<file path="src/design/uil_pkg.sv">
// ----------------------------------------------------------------------------
// uil_pkg
// Types and constants of the unsorted item list unit.
// ----------------------------------------------------------------------------
`default_nettype none

package uil_pkg;

	localparam int CAPACITY_DEF   = 16;
	localparam int ITEM_WIDTH_DEF = 32;

	localparam int CMD_W    = 3;
	localparam int VALUE_W  = 32;
	localparam int TOTAL_W  = 5;
	localparam int STATUS_W = 2;

	typedef enum logic [CMD_W-1:0] {
		CMD_ADD        = 3'd0,
		CMD_DELETE     = 3'd1,
		CMD_CONTAINS   = 3'd2,
		CMD_CLEAR      = 3'd3,
		CMD_ITER_RESET = 3'd4,
		CMD_NEXT       = 3'd5
	} cmd_t;

	typedef enum logic [STATUS_W-1:0] {
		ST_OK        = 2'd0,
		ST_FULL      = 2'd1,
		ST_NOT_FOUND = 2'd2,
		ST_END       = 2'd3
	} status_t;

	// per-cycle control broadcast to every cell
	typedef struct packed {
		logic shift_back;  // add: every entry moves one slot back
		logic close_gap;   // delete: entries from the match onwards move forward
	} cell_ctl_t;

endpackage

`default_nettype wire

</file>
<file path="src/design/uil_channels.sv">
// ----------------------------------------------------------------------------
// uil_channels
// Command and response channels: valid/ready handshake plus payload.
// ----------------------------------------------------------------------------
`default_nettype none

interface uil_cmd_if import uil_pkg::*; ();
	logic               valid;
	logic               ready;
	logic [CMD_W-1:0]   command;
	logic [VALUE_W-1:0] item_value;

	modport source (output valid, output command, output item_value, input ready);
	modport sink (input valid, input command, input item_value, output ready);
endinterface

interface uil_rsp_if import uil_pkg::*; ();
	logic                valid;
	logic                ready;
	logic                found;
	logic [VALUE_W-1:0]  item_out;
	logic [TOTAL_W-1:0]  entry_total;
	logic [STATUS_W-1:0] status;

	modport source (output valid, output found, output item_out, output entry_total,
		output status, input ready);
	modport sink (input valid, input found, input item_out, input entry_total,
		input status, output ready);
endinterface

`default_nettype wire

</file>
<file path="src/design/uil_cell.sv">
// ----------------------------------------------------------------------------
// uil_cell
// One list slot: holds an entry, compares it with the probe and passes the
// first-match flag on down the chain.
// ----------------------------------------------------------------------------
`default_nettype none

module uil_cell import uil_pkg::*; #(
	parameter int ITEM_WIDTH = ITEM_WIDTH_DEF
) (
	input  wire logic                  clk,
	input  wire cell_ctl_t             ctl,
	input  wire logic [ITEM_WIDTH-1:0] probe,
	input  wire logic                  live,
	input  wire logic [ITEM_WIDTH-1:0] prev_entry,
	input  wire logic [ITEM_WIDTH-1:0] next_entry,
	input  wire logic                  match_in,
	output      logic                  match_out,
	output      logic [ITEM_WIDTH-1:0] entry
);

	logic [ITEM_WIDTH-1:0] entry_q;

	// a match here or in any newer slot
	assign match_out = match_in | (live & (entry_q == probe));
	assign entry     = entry_q;

	always_ff @(posedge clk) begin
		if (ctl.shift_back) begin
			entry_q <= prev_entry;
		end else if (ctl.close_gap && match_out) begin
			entry_q <= next_entry;
		end
	end

endmodule

`default_nettype wire

</file>
<file path="src/design/unsorted_item_list_unit.sv">
// ----------------------------------------------------------------------------
// unsorted_item_list_unit
// Bounded unsorted list built as a row of slot cells, newest entry first.
// ----------------------------------------------------------------------------
// Usage:
//   cmd (sink): command and item_value; a word is taken when valid and ready.
//     Commands: add, delete, contains, clear, reset iterator, next item.
//   rsp (source): found, item_out, entry_total and status, one word per
//     command, in command order.
//   The response word is registered; it is valid in the cycle after the
//   command is taken. Throughput: one command per cycle unless rsp stalls.
//   All cells compare with the probe in the same cycle and shift together
//   on add or from the match onwards on delete; no command waits on another.
//   Stall: while a response waits and rsp.ready is low, cmd.ready is low; a
//   new command is taken in the same cycle the waiting word leaves.
//   Reset: arst_n low empties the list and sets the iterator to the first
//   entry; no response is pending. Slot contents are not cleared.
//   entry_total carries the low five bits of the count.
// ----------------------------------------------------------------------------
`default_nettype none

module unsorted_item_list_unit import uil_pkg::*; #(
	parameter int CAPACITY   = CAPACITY_DEF,
	parameter int ITEM_WIDTH = ITEM_WIDTH_DEF
) (
	input wire logic clk,
	input wire logic arst_n,
	uil_cmd_if.sink  cmd,
	uil_rsp_if.source rsp
);

	localparam int CW   = $clog2(CAPACITY + 1);
	localparam int IN_W = (ITEM_WIDTH < VALUE_W) ? ITEM_WIDTH : VALUE_W;

	logic [CW-1:0] count_q, count_nx;
	logic [CW-1:0] iter_q, iter_nx;

	logic                  rsp_valid_q;
	logic                  found_q;
	logic [VALUE_W-1:0]    item_q;
	logic [TOTAL_W-1:0]    total_q;
	status_t               status_q;

	logic                  accept;
	logic [ITEM_WIDTH-1:0] probe;
	logic [ITEM_WIDTH-1:0] entry_w [CAPACITY];
	logic [CAPACITY:0]     match_w;
	logic [CAPACITY-1:0]   live_w;
	logic [ITEM_WIDTH-1:0] rd_entry;
	cell_ctl_t             ctl;

	logic                  found_nx;
	logic [VALUE_W-1:0]    item_nx;
	status_t               status_nx;
	logic                  shift_req, gap_req;

	assign accept    = cmd.valid && cmd.ready;
	assign cmd.ready = !rsp_valid_q || rsp.ready;
	assign probe     = ITEM_WIDTH'(cmd.item_value[IN_W-1:0]);
	assign match_w[0] = 1'b0;

	assign ctl.shift_back = accept && shift_req;
	assign ctl.close_gap  = accept && gap_req;

	for (genvar i = 0; i < CAPACITY; i++) begin : g_cell
		logic [ITEM_WIDTH-1:0] prev_w, next_w;

		assign live_w[i] = (CW'(i) < count_q);

		if (i == 0) begin : g_head
			assign prev_w = probe;
		end else begin : g_body
			assign prev_w = entry_w[i-1];
		end

		if (i == CAPACITY - 1) begin : g_tail
			assign next_w = entry_w[i];
		end else begin : g_inner
			assign next_w = entry_w[i+1];
		end

		uil_cell #(
			.ITEM_WIDTH(ITEM_WIDTH)
		) u_cell (
			.clk       (clk),
			.ctl       (ctl),
			.probe     (probe),
			.live      (live_w[i]),
			.prev_entry(prev_w),
			.next_entry(next_w),
			.match_in  (match_w[i]),
			.match_out (match_w[i+1]),
			.entry     (entry_w[i])
		);
	end

	// iterator read: and-or over the cells
	always_comb begin
		rd_entry = '0;
		for (int i = 0; i < CAPACITY; i++) begin
			rd_entry = rd_entry | (entry_w[i] & {ITEM_WIDTH{CW'(i) == iter_q}});
		end
	end

	always_comb begin
		count_nx  = count_q;
		iter_nx   = iter_q;
		found_nx  = 1'b0;
		item_nx   = '0;
		status_nx = ST_OK;
		shift_req = 1'b0;
		gap_req   = 1'b0;
		case (cmd_t'(cmd.command))
			CMD_ADD: begin
				if (count_q == CW'(CAPACITY)) begin
					status_nx = ST_FULL;
				end else begin
					shift_req = 1'b1;
					count_nx  = count_q + 1'b1;
				end
			end
			CMD_DELETE: begin
				if (match_w[CAPACITY]) begin
					gap_req  = 1'b1;
					found_nx = 1'b1;
					count_nx = count_q - 1'b1;
				end else begin
					status_nx = ST_NOT_FOUND;
				end
			end
			CMD_CONTAINS: begin
				if (match_w[CAPACITY]) begin
					found_nx = 1'b1;
				end else begin
					status_nx = ST_NOT_FOUND;
				end
			end
			CMD_CLEAR: begin
				count_nx = '0;
				iter_nx  = '0;
			end
			CMD_ITER_RESET: begin
				iter_nx = '0;
			end
			CMD_NEXT: begin
				if (iter_q < count_q) begin
					item_nx = VALUE_W'(rd_entry[IN_W-1:0]);
					iter_nx = iter_q + 1'b1;
				end else begin
					status_nx = ST_END;
				end
			end
			default: begin
			end
		endcase
	end

	always_ff @(posedge clk or negedge arst_n) begin
		if (!arst_n) begin
			count_q     <= '0;
			iter_q      <= '0;
			rsp_valid_q <= 1'b0;
		end else begin
			if (accept) begin
				count_q     <= count_nx;
				iter_q      <= iter_nx;
				rsp_valid_q <= 1'b1;
			end else if (rsp.ready) begin
				rsp_valid_q <= 1'b0;
			end
		end
	end

	always_ff @(posedge clk) begin
		if (accept) begin
			found_q  <= found_nx;
			item_q   <= item_nx;
			total_q  <= TOTAL_W'(count_nx);
			status_q <= status_nx;
		end
	end

	assign rsp.valid       = rsp_valid_q;
	assign rsp.found       = found_q;
	assign rsp.item_out    = item_q;
	assign rsp.entry_total = total_q;
	assign rsp.status      = status_q;

endmodule

`default_nettype wire

</file>
<file path="src/flat_wrapper.sv">
// flat-port wrapper written by rule: the top's interface ports become plain ports
module unsorted_item_list_unit_flat import uil_pkg::*;
#(
	parameter int CAPACITY   = CAPACITY_DEF,
	parameter int ITEM_WIDTH = ITEM_WIDTH_DEF
)
  (clk, arst_n, cmd_valid, cmd_command, cmd_item_value, cmd_ready, rsp_valid, rsp_found, rsp_item_out, rsp_entry_total, rsp_status, rsp_ready);
  uil_cmd_if cmd_i ();
  uil_rsp_if rsp_i ();
  input wire logic clk;
  input wire logic arst_n;
  input wire logic [$bits(cmd_i.valid)-1:0] cmd_valid;
  input wire logic [$bits(cmd_i.command)-1:0] cmd_command;
  input wire logic [$bits(cmd_i.item_value)-1:0] cmd_item_value;
  output wire logic [$bits(cmd_i.ready)-1:0] cmd_ready;
  output wire logic [$bits(rsp_i.valid)-1:0] rsp_valid;
  output wire logic [$bits(rsp_i.found)-1:0] rsp_found;
  output wire logic [$bits(rsp_i.item_out)-1:0] rsp_item_out;
  output wire logic [$bits(rsp_i.entry_total)-1:0] rsp_entry_total;
  output wire logic [$bits(rsp_i.status)-1:0] rsp_status;
  input wire logic [$bits(rsp_i.ready)-1:0] rsp_ready;
  assign cmd_i.valid = cmd_valid;
  assign cmd_i.command = cmd_command;
  assign cmd_i.item_value = cmd_item_value;
  assign cmd_ready = cmd_i.ready;
  assign rsp_valid = rsp_i.valid;
  assign rsp_found = rsp_i.found;
  assign rsp_item_out = rsp_i.item_out;
  assign rsp_entry_total = rsp_i.entry_total;
  assign rsp_status = rsp_i.status;
  assign rsp_i.ready = rsp_ready;
  unsorted_item_list_unit #(.CAPACITY(CAPACITY), .ITEM_WIDTH(ITEM_WIDTH)) u_core (.clk(clk), .arst_n(arst_n), .cmd(cmd_i), .rsp(rsp_i));
endmodule
</file>
<file path="config.mk">
export PLATFORM = sky130hd
export DESIGN_NAME = unsorted_item_list_unit_flat
export DESIGN_NICKNAME = d
export VERILOG_FILES = /design/src/design/uil_pkg.sv /design/src/design/uil_channels.sv /design/src/design/uil_cell.sv /design/src/design/unsorted_item_list_unit.sv /design/src/flat_wrapper.sv
export SDC_FILE = /design/constraint.sdc
export NUM_CORES = 2
export LEC_CHECK = 0
export CAP_MARGIN = 20
export CORE_MARGIN = 2
export CORE_UTILIZATION = 50
export CTS_CLUSTER_DIAMETER = 50
export DETAILED_ROUTE_END_ITERATION = 10
export DONT_BUFFER_PORTS = 1
export MAX_ROUTING_LAYER = met4
export PLACE_DENSITY = 0.66
export SETUP_SLACK_MARGIN = 0.3
export SLEW_MARGIN = 20
export SYNTH_ARGS = -nofsm -noshare
export SYNTH_HDL_FRONTEND = slang
export SYNTH_HIERARCHICAL = 1
export SYNTH_SLANG_ARGS = --single-unit
export TNS_END_PERCENT = 5
</file>
<file path="constraint.sdc">
create_clock -name clk -period 11.1 [get_ports clk]
set_input_delay 0 -clock clk [delete_from_list [all_inputs] [get_ports clk]]
set_output_delay 0 -clock clk [all_outputs]
set_load 0.005 [all_outputs]
</file>
==> run summary <==
Data on the critical path is required at its endpoint by 11.66 ns. The tools report the startpoint class of the critical path as a flip-flop. The count of boundary I/O pins was 81; the largest net degree at the start of global routing was 191. In this run the static leakage power is 12.15 nW.

The average wire per cell in the routed design was 36.14 um; the share of the synthesized area in the top cell type was 48.17%. Clock tree synthesis inserted a total of 80 buffers. Across the routed clock network, the largest skew measured is 0.03284 ns. After floorplanning, the core was sized to cover 68350 sq um. The clock reaches the later pin of the worst-skew pair after 0.65 ns.

The longest clock path from root to sink contains 3 buffers. The overall power consumption came out at 5.590 mW. The core occupancy in the finished layout was 56.48%. The min-delay analysis places its worst path in the category in2reg. STA classifies the critical path endpoint as a flip-flop.

The worst-case IR drop observed on VDD is 0.1081 mV. The normalized max-slew margin is 1.933%. CTS built an H-tree with a depth of 3. The cell type with the highest occurrence count on the critical path was sky130_fd_sc_hd__nand2b_1.

Of all flip-flops after synthesis, the portion carrying an async set or reset was 1.954%. The number of hold violations in the final report came out at 0. The commonest register cell after synthesis is sky130_fd_sc_hd__edfxtp_1.

The pre-CTS setup slack came out at 4.689 ns. The first routing iteration left 4584 violations. The number of distinct library cell variants in the gate-level netlist after synthesis came out at 79. The remaining global-route overflow was 0; the placement row count was 96. On the critical path, the stage with the largest delay is an instance of sky130_fd_sc_hd__dlygate4sd3_1. Of all nets on the critical path, the largest fanout is 9. For this run, the number of Yosys warnings is 6.

By area, the combinational part of the netlist is dominated by multiplexers. The number of flops mapped to enable cells by yosys came out at 552. The max-slew violation total from the final report is 0, and the final worst hold slack is 0.03950 ns. Of the total synthesized cell area, the portion taken by XOR and XNOR cells is 11.05%.

The largest single stage delay on the critical path is 0.60 ns. The tools report the cell at the root of the clock tree as sky130_fd_sc_hd__clkbuf_16. The first-pass GRT wire length was 186700 um. The final reports fail on max-capacitance violations. The number of clock sinks seen by CTS is 563, and the setup-violating endpoint count in the final report is 0. After synthesis, the share of cell area in mux cells is 20.69%. The sum of negative setup slack was 0 ns. The ratio of cells with drive above 1 in the final layout came out at 28.60%. By area the synthesized netlist is led by sky130_fd_sc_hd__edfxtp_1 (48%), sky130_fd_sc_hd__mux2_2 (17%), sky130_fd_sc_hd__xnor2_1 (8.2%). Setup slack closes at 4.194 ns. The initial cell density of the core is 50.35%, and the post-synthesis adder-cell area fraction is 0.4727%. The shortest period the worst path allows is 6.906 ns, and the area growth from synthesis to final layout is 12.17%. Leaving out fill and tap cells, the most frequent cell in the layout is sky130_fd_sc_hd__edfxtp_1. The die is 266.3 um tall.

Number of global-route vias before repair: 24338. The number of inserted filler cells in the final layout is 5636. The count of buffers added on input and output ports is 0. The run gives 1.127 as the placer congestion estimate.

TritonCTS built the clock tree. At the pin with the least slew margin, the transition time is 1.458 ns. After legalization and detailed placement, the total HPWL measured 89410 um.

Synthesis produced 2648 cells. The number of gates resized after CTS was 0. The synthesized-area fraction occupied by and/or/nand/nor cells came out at 7.290%. Summing the areas of all compound-gate instances in the mapped netlist gives 7.978% of the synthesized area. The x dimension of the die was 266.3 um. For this run, the post-layout net count is 2760.

The number of antenna violations at the first check in global routing was 8; the total of flip-flops plus latches after synthesis was 563. Summing every instance area after synthesis gives 34410 sq um. The area of the die came out at 70930 sq um. The top cell types in the final layout, fill and taps aside, are sky130_fd_sc_hd__edfxtp_1 (552), sky130_fd_sc_hd__mux2_2 (519), sky130_fd_sc_hd__xnor2_1 (322). The run finished, with violations left.

The pre-antenna-repair detailed-routing pass consisted of 9 iterations. A synthesized cell averages 12.99 sq um. The clock transition at the register clock pins on the worst setup and hold paths after CTS works out to 0.05 ns.

The run gives 38.04% as the global-route usage over all layers. For this run, design rule violations remaining after detail routing come to 0. Static timing analysis puts the maximum clock frequency at 144.8 MHz. The cell type with the largest total area after synthesis was sky130_fd_sc_hd__edfxtp_1. For the reported max-cap violation count, the log shows 1. The setup path with the least slack is of type reg2reg. Setup repair after global routing left no endpoint under its margin. The power density relative to cell area works out to 144.8 nW/um^2.

Summing over every cut layer, the via total after detailed routing is 25366. The final wirelength is 132400 um, and the share of the clock period used by the worst path after layout is 62.21%. STA puts the critical path data arrival time at 7.46 ns. Once detail routing completed, the nets flagged for antenna violations numbered 0.

Of the synthesized area, sequential elements account for 48.97%. Dividing the detail-routed via count by the number of cells gives 6.925.
final cells by class:
cell class	count	area [sq um]	share of cell area, %
Sequential cell	563	16860	43.68
Multi-Input combinational cell	1830	16570	42.94
Clock buffer	90	2082	5.394
Tap cell	882	1104	2.859
Timing Repair Buffer	105	908.4	2.353
Clock inverter	60	579.3	1.501
Inverter	128	480.5	1.245
Antenna cell	5	12.51	0.03242
routing by layer:
metal	track usage [%]	vias up	share of wire [%]
met1	49.00	12743	38
met5	-	-	0
met4	19.65	0	6.4
met2	55.56	1882	44
met3	9.529	411	12
li1	-	10330	-
cell usage after synthesis, types with 4 or more instances:
library cell,number
sky130_fd_sc_hd__buf_2,66
sky130_fd_sc_hd__o32ai_1,5
sky130_fd_sc_hd__mux2_2,519
sky130_fd_sc_hd__nor4_4,16
sky130_fd_sc_hd__mux2i_1,78
sky130_fd_sc_hd__dfrtp_1,11
sky130_fd_sc_hd__nor3_1,41
sky130_fd_sc_hd__a221o_1,8
sky130_fd_sc_hd__o21ai_1,19
sky130_fd_sc_hd__nand3_1,25
sky130_fd_sc_hd__buf_6,17
sky130_fd_sc_hd__a211oi_1,22
sky130_fd_sc_hd__a31oi_1,23
sky130_fd_sc_hd__o22ai_1,11
sky130_fd_sc_hd__a222oi_1,13
sky130_fd_sc_hd__o2bb2ai_1,9
sky130_fd_sc_hd__nand2b_1,44
sky130_fd_sc_hd__edfxtp_1,552
sky130_fd_sc_hd__ha_1,13
sky130_fd_sc_hd__xor2_1,112
sky130_fd_sc_hd__buf_4,9
sky130_fd_sc_hd__a221oi_1,23
sky130_fd_sc_hd__mux4_2,22
sky130_fd_sc_hd__and3_1,4
sky130_fd_sc_hd__o21ai_0,30
sky130_fd_sc_hd__a22o_1,22
sky130_fd_sc_hd__clkbuf_1,34
sky130_fd_sc_hd__nor4_1,21
sky130_fd_sc_hd__inv_1,125
sky130_fd_sc_hd__o221ai_1,36
sky130_fd_sc_hd__nor2b_1,9
sky130_fd_sc_hd__nand4_1,81
sky130_fd_sc_hd__and4_1,17
sky130_fd_sc_hd__a22oi_1,77
sky130_fd_sc_hd__nand2_1,56
sky130_fd_sc_hd__xnor2_1,322
sky130_fd_sc_hd__nor2_1,52
sky130_fd_sc_hd__a21oi_1,47
logic make-up (layout without fill, tap and decap cells):
family | Yosys count | in the layout
AND/OR/NAND/NOR | 389 | 389
multiplexers | 619 | 619
adder cells (fa/ha/maj) | 13 | 13
buffers and inverters | 256 | 383
other | 1 | 7
AO/OA/AOI/OAI | 373 | 373
flip-flops | 563 | 563
XOR/XNOR | 434 | 434
critical path, delay by kind of cell, from the launching register on:
family	cells	cell delay, ns
DFF	1	0.47
buffers and inverters	5	2.07
AOI/OAI and AO/OA	4	0.71
and+or+nand+nor	19	3.08
adders and majority gates	1	0.23
muxes	1	0.29
where the power goes:
part | internal, mW | total (mW) | switching (mW)
clock | 1.51 | 2.58 | 1.08
combinational | 0.226 | 0.546 | 0.320
sequential | 2.38 | 2.46 | 0.0760
timing repair:
action                                 CTS  global route
setup buffers                            0             0
hold buffers                            43             0
endpoints found under the hold margin   62             0
path summary, 6_finish.rpt:
check	startpoint	end	slack [ns]	cells past startpoint
max reg2reg	u_core/count_q[1]	u_core/count_q[1]	4.19	30
min reg2reg	u_core/iter_q[0]	u_core/iter_q[0]	0.60	1
min	cmd_command[0]	u_core/rsp.entry_total[0]	0.04	3
max	u_core/count_q[1]	u_core/count_q[1]	4.19	30
min in group asynchronous	arst_n	u_core/count_q[2]	0.40	2
max in group asynchronous	arst_n	u_core/iter_q[2]	10.23	2
sequential cells by signal, summed over array words and instances (netlist names):
signal                      cells
u_core/iter_q                   5
u_core/rsp.valid                1
u_core/rsp.found                1
u_core/g_cell.u_cell/entry    512
u_core/rsp.entry_total          5
u_core/rsp.item_out            32
u_core/rsp.status               2
u_core/count_q                  5
through the flow:
stage | area [sq um] | instances
detailed placement | 35490 | 3465
finish | 38600 | 3663
CTS | 38590 | 3658
floorplan | 34410 | 2649
global placement | 35490 | 3465
global route | 38600 | 3662
Note: power is estimated with default switching activity, not from simulation.
